[src/rtl/core/cpc_pkg.sv]
package cpc_pkg;

  localparam int CACHE_DEPTH   = 1021;
  localparam int PALETTE_DEPTH = 256;
  localparam int CACHE_AW      = $clog2(CACHE_DEPTH);
  localparam int PAL_AW        = $clog2(PALETTE_DEPTH);
  localparam int PAL_CNT_W     = $clog2(PALETTE_DEPTH + 1);
  localparam int CIU_W         = 9;
  localparam int COLOR_W       = 24;
  localparam int INDEX_W       = 8;
  localparam int CHAN_W        = 8;
  localparam int SQ_W          = 2 * CHAN_W;
  localparam int DIST_W        = 18;
  localparam logic [DIST_W-1:0] DIST_BOUND = DIST_W'(195076);

  // color mod CACHE_DEPTH by folding: weights are 2^16 and 2^8 reduced
  localparam int FOLD_SUM_W = 17;
  localparam int FOLD_Z_W   = CACHE_AW + 1;
  localparam logic [FOLD_SUM_W-1:0] RED_WEIGHT   = FOLD_SUM_W'((1 << 16) % CACHE_DEPTH);
  localparam logic [FOLD_SUM_W-1:0] GREEN_WEIGHT = FOLD_SUM_W'((1 << 8) % CACHE_DEPTH);
  localparam logic [FOLD_Z_W-1:0]   FOLD_WEIGHT  = FOLD_Z_W'((1 << CACHE_AW) % CACHE_DEPTH);
  localparam logic [FOLD_Z_W-1:0]   SLOT_LIMIT   = FOLD_Z_W'(CACHE_DEPTH);
  localparam logic [CACHE_AW-1:0]   SWEEP_LAST   = CACHE_AW'(CACHE_DEPTH - 1);

  typedef enum logic [1:0] {
    KIND_CONVERT     = 2'd0,
    KIND_PAL_WRITE   = 2'd1,
    KIND_INVAL_INDEX = 2'd2,
    KIND_INVAL_ALL   = 2'd3
  } kind_t;

  typedef struct packed {
    logic [1:0]         kind;
    logic [CHAN_W-1:0]  red;
    logic [CHAN_W-1:0]  green;
    logic [CHAN_W-1:0]  blue;
    logic [INDEX_W-1:0] palette_index;
  } item_t;

  typedef struct packed {
    logic [INDEX_W-1:0] color_index;
    logic               hit;
  } result_t;

  typedef struct packed {
    logic               valid;
    logic [COLOR_W-1:0] color;
    logic [INDEX_W-1:0] index;
  } cache_entry_t;

  typedef enum logic [3:0] {
    ST_RESET_CLEAR,
    ST_IDLE,
    ST_HASH,
    ST_SLOT,
    ST_LOOKUP,
    ST_CHECK,
    ST_SCAN,
    ST_DRAIN,
    ST_FILL,
    ST_PAL_WR,
    ST_INVAL,
    ST_INVAL_DRAIN,
    ST_CLEAR,
    ST_FINISH
  } state_t;

  typedef struct packed {
    logic capture;
    logic cache_rd_slot;
    logic hit_take;
    logic scan_issue;
    logic cache_fill;
    logic pal_write;
    logic clear_step;
    logic inval_step;
    logic out_load;
  } ctrl_cmd_t;

  typedef struct packed {
    logic is_hit;
    logic scan_end;
    logic scan_busy;
    logic sweep_last;
  } dp_status_t;

endpackage

[src/rtl/core/cpc_ctrl.sv]
module cpc_ctrl (
  input  logic                clk,
  input  logic                rst,
  input  logic                item_valid,
  input  logic [1:0]          item_kind,
  output logic                item_stall,
  output logic                result_valid,
  input  logic                result_stall,
  output cpc_pkg::ctrl_cmd_t  cmd,
  input  cpc_pkg::dp_status_t status
);

  import cpc_pkg::*;

  state_t state;
  state_t state_next;
  logic   result_valid_next;
  logic   out_free;

  assign out_free = !result_valid || !result_stall;

  always_ff @(posedge clk) begin
    if (rst) begin
      state        <= ST_RESET_CLEAR;
      result_valid <= 1'b0;
    end else begin
      state        <= state_next;
      result_valid <= result_valid_next;
    end
  end

  always_comb begin
    state_next = state;
    case (state)
      ST_RESET_CLEAR: if (status.sweep_last) state_next = ST_IDLE;
      ST_IDLE: begin
        if (item_valid) begin
          case (item_kind)
            KIND_CONVERT:     state_next = ST_HASH;
            KIND_PAL_WRITE:   state_next = ST_PAL_WR;
            KIND_INVAL_INDEX: state_next = ST_INVAL;
            KIND_INVAL_ALL:   state_next = ST_CLEAR;
            default:          state_next = ST_IDLE;
          endcase
        end
      end
      ST_HASH:   state_next = ST_SLOT;
      ST_SLOT:   state_next = ST_LOOKUP;
      ST_LOOKUP: state_next = ST_CHECK;
      ST_CHECK:  state_next = status.is_hit ? ST_FINISH : ST_SCAN;
      ST_SCAN:   if (status.scan_end) state_next = ST_DRAIN;
      ST_DRAIN:  if (!status.scan_busy) state_next = ST_FILL;
      ST_FILL:   state_next = ST_FINISH;
      ST_PAL_WR: state_next = ST_FINISH;
      ST_INVAL:  if (status.sweep_last) state_next = ST_INVAL_DRAIN;
      ST_INVAL_DRAIN: state_next = ST_FINISH;
      ST_CLEAR:  if (status.sweep_last) state_next = ST_FINISH;
      ST_FINISH: if (out_free) state_next = ST_IDLE;
      default:   state_next = ST_IDLE;
    endcase
  end

  always_comb begin
    cmd               = '0;
    item_stall        = 1'b1;
    result_valid_next = result_valid && result_stall;
    case (state)
      ST_RESET_CLEAR: cmd.clear_step = 1'b1;
      ST_IDLE: begin
        item_stall  = 1'b0;
        cmd.capture = item_valid;
      end
      ST_LOOKUP: cmd.cache_rd_slot = 1'b1;
      ST_CHECK:  cmd.hit_take = status.is_hit;
      ST_SCAN:   cmd.scan_issue = !status.scan_end;
      ST_FILL:   cmd.cache_fill = 1'b1;
      ST_PAL_WR: cmd.pal_write = 1'b1;
      ST_INVAL:  cmd.inval_step = 1'b1;
      ST_CLEAR:  cmd.clear_step = 1'b1;
      ST_FINISH: begin
        if (out_free) begin
          cmd.out_load      = 1'b1;
          result_valid_next = 1'b1;
        end
      end
      default: cmd = '0;
    endcase
  end

endmodule

[config.mk]
export PLATFORM = sky130hd
export DESIGN_NAME = cpc_ctrl
export DESIGN_NICKNAME = d
export VERILOG_FILES = /design/src/rtl/core/cpc_pkg.sv /design/src/rtl/core/cpc_ctrl.sv
export SDC_FILE = /design/constraint.sdc
export NUM_CORES = 1
export LEC_CHECK = 0
export BUFFER_PORTS_ARGS = -buffer_cell sky130_fd_sc_hd__buf_4
export CAP_MARGIN = 20
export CORE_MARGIN = 2
export CORE_UTILIZATION = 30
export CTS_BUF_LIST = sky130_fd_sc_hd__clkbuf_4
export DETAILED_ROUTE_END_ITERATION = 7
export PLACE_DENSITY = 0.6
export SLEW_MARGIN = 25
export SYNTH_ARGS = -nofsm -noshare
export SYNTH_HDL_FRONTEND = slang
export SYNTH_SLANG_ARGS = --single-unit
[constraint.sdc]
create_clock -name clk -period 4.9 [get_ports clk]
set_clock_uncertainty 0.05 [all_clocks]
set_input_delay 0.735 -clock clk [delete_from_list [all_inputs] [get_ports clk]]
set_output_delay 0.735 -clock clk [all_outputs]
set_load 0.1 [all_outputs]
==> flow_metrics.env <==
export IMPL_pin_count=21
export IMPL_p_int_w=0.0002023
export IMPL_core_mm2=0.001541
export IMPL_drive_above_1_share_pct=31.76
export IMPL_timing_slew_headroom_pct=59.26
export IMPL_min_delay_path_depth=2
export IMPL_endpoint_kind="output pin"
export IMPL_cts_resized=0
export IMPL_synth_most_common_cell="nor2_1"
export IMPL_ir_worst_vdd_mv=0.4820
export IMPL_root_buffer="clkbuf_4"
export IMPL_cts_htree_levels=1
export IMPL_ant_nets=0
export IMPL_diodes=0
export IMPL_cp_max_fo=20
export IMPL_p_comb_share_pct=69.3
export IMPL_r2r_start="state[2]$_SDFFE_PP0P_"
export IMPL_die_area_mm2=0.002030
export IMPL_drc=0
export IMPL_first_global_vias=449
export IMPL_cts_hold_buf=0
export IMPL_rows=14
export IMPL_seqPwrFrac_pct=20.9
export IMPL_port_buffers=20
export IMPL_clock_sinks=5
export IMPL_netlist_top_cells_count="10 x nor2_1, 5 x dfxtp_1, 5 x nand2_1"
export IMPL_fmax_mhz=362.2
export IMPL_syn_num_nets=77
export IMPL_cts_buffers=3
export IMPL_r2r_cells=5
export IMPL_synthCells=67
export IMPL_tightest_slew_ns=0.6103
export IMPL_synthTopCellsByArea="dfxtp_1 20%, nor2_1 7.4%, a2111oi_4 5.4%"
export IMPL_cts_setup_buffers=0
export IMPL_vias_per_cell=5.396
export IMPL_hold_start="result_valid$_SDFF_PP0_"
export IMPL_groute_usage_overall_pct=13.25
export IMPL_syn_area_um2=505.5
export IMPL_wirelength_mm=1.199
export IMPL_fin_nets=96
export IMPL_path_clk_slew_ns=0.04
export IMPL_vias=545
export IMPL_crit_type="reg2out"
export IMPL_maxCapViolCount=0
export IMPL_synth_main_ff_cell="dfxtp_1"
export IMPL_grt_pass1_wl_mm=1.973
export IMPL_critPathLaunchType="flop"
export IMPL_reg2reg_slack_ns=2.93
export IMPL_ys_warn_count=0
export IMPL_die_w_um=45.05
export IMPL_critical_path_required_ns=4.12
export IMPL_dr_pass1_iters=4
export IMPL_grt_max_degree=21
export IMPL_finalCritPeriodShare_pct=56.35
export IMPL_grt_ovfl_total=0
export IMPL_routedWlPerCell_um=11.87
export IMPL_hp_class="reg2reg"
export IMPL_powerDensity_mw_per_mm2=784.5
export IMPL_dpl_hpwl_um=900
export IMPL_setup_viol=0
export IMPL_area_growth_pct=31.93
export IMPL_p_sw_share_pct=61.33
export IMPL_rsz0062_at_grt="no"
export IMPL_drt_iter0_markers=9
export IMPL_place_inst=97
export IMPL_final_cells=101
export IMPL_avgSynthCellArea_um2=7.545
export IMPL_finalSetupTns_ns=0
export IMPL_r2r_end="state[1]$_SDFFE_PP0P_"
export IMPL_start_util_pct=32.79
export IMPL_final_max_slew_viol_count=0
export IMPL_cts_tree="yes"
export IMPL_clock_latency_ns=0.23
export IMPL_clockPowerShare_pct=9.8
export IMPL_hold_viol_final=0
export IMPL_synth_top_area_share_pct=19.80
export IMPL_worstHoldEndpoint="result_valid$_SDFF_PP0_"
export IMPL_p_switching_w=0.0003208
export IMPL_ys_seq_elements=5
export IMPL_gp_congestion=0.7174
export IMPL_status="completed"
export IMPL_synth_cell_type_count=32
export IMPL_synthArstFlopShare_pct=0
export IMPL_synth_edf_count=0
export IMPL_die_h_um=45.05
export IMPL_fin_crit_ns=2.761
export IMPL_antenna_found_initial=0
export IMPL_power_leakage_nw=0.2953
export IMPL_clockBufferDepth=2
export IMPL_yosysSeqAreaShare_pct=19.80
export IMPL_yosys_area_top_type="dfxtp_1"
export IMPL_critPathArrivalTime_ns=1.98
## state kept, by name, indices dropped and copies added, names as in the netlist
register and count:
state 4, result_valid 1
## layer usage
layer	routed length, um	vias to the layer above	track usage [%]
met5	0	-	0
met4	0	0	7.059
met3	33	0	4.000
met2	615	8	17.71
met1	550	252	18.78
li1	-	285	-
## critical path, stage by stage (launching register included)
cell     delay, ns
dfxtp_1       0.69
or2b_1        0.33
nor3_2        0.35
buf_4         0.36
## stage by stage
stage               worst slack (ns)  total power (W)  instance area, um^2  util (%)  hold slack, ns
finish                         2.139        0.0005232                666.9     43.26          0.4525
detailed placement             2.378        0.0004737                636.9     41.31          0.4513
floorplan                     0.1822        0.0004215                505.5         -          0.4852
global placement               2.441        0.0004721                636.9     41.31          0.4471
CTS                            2.127        0.0005280                666.9     43.26          0.4583
global route                   2.002        0.0005591                666.9     43.26          0.5060
## power groups by stage
stage	Clock (W)	Combinational [W]	Sequential, W
3_5_place_dp	0	0.000364	0.000110
4_1_cts	0.0000537	0.000365	0.000109
6_report	0.0000510	0.000363	0.000109
2_1_floorplan	0	0.000355	0.0000667
3_3_place_gp	0	0.000363	0.000109
5_1_grt	0.0000569	0.000383	0.000119
## worst max path at each step
stage | slack (ns) | to | cells after the start | from
detailed placement | 2.38 | cmd[5] | 3 | state[1]$_SDFFE_PP0P_
global placement | 2.44 | cmd[5] | 3 | state[1]$_SDFFE_PP0P_
finish | 2.14 | cmd[5] | 3 | state[1]$_SDFFE_PP0P_
CTS | 2.13 | cmd[5] | 3 | state[1]$_SDFFE_PP0P_
global route | 2.00 | cmd[5] | 3 | state[1]$_SDFFE_PP0P_
floorplan | 0.18 | cmd[6] | 4 | state[2]$_SDFFE_PP0P_
## placed cells by master, fill, tap and decap left out, drive strengths merged
cell     instances
nand4b           1
mux2i            1
a22oi            3
nor4b            3
nor4             1
or3              1
clkbuf           4
dfxtp            5
xor2             1
or2b             1
nand2            5
and3b            1
a31oi            1
nand2b           3
nor2b            1
nor3             3
and3             1
buf             20
mux2             1
nand3            2
a2111oi          1
and2             1
a211oi           1
o21bai           1
nor2            10
o32ai            2
nor3b            2
o21ai            2
a21oi            4
a21o             2
## layout make-up
type / instances / area [um^2]
Sequential cell: 5 / 100.1
Fill cell: 164 / 874.6
Clock buffer: 4 / 30.03
Timing Repair Buffer: 20 / 150.1
Multi-Input combinational cell: 56 / 366.6
Tap cell: 16 / 20.02
## cell families (layout without fill, tap and decap cells)
group,Yosys count,after routing,share of synthesized area (%)
buffers and inverters,6,24,7.672
DFF,5,5,19.80
muxes,2,2,4.208
xor gates and xnor gates,1,1,1.733
and+or+nand+nor,36,36,40.11
AOI/OAI and AO/OA,17,17,26.49
Note: power is estimated with default switching activity, not from simulation.
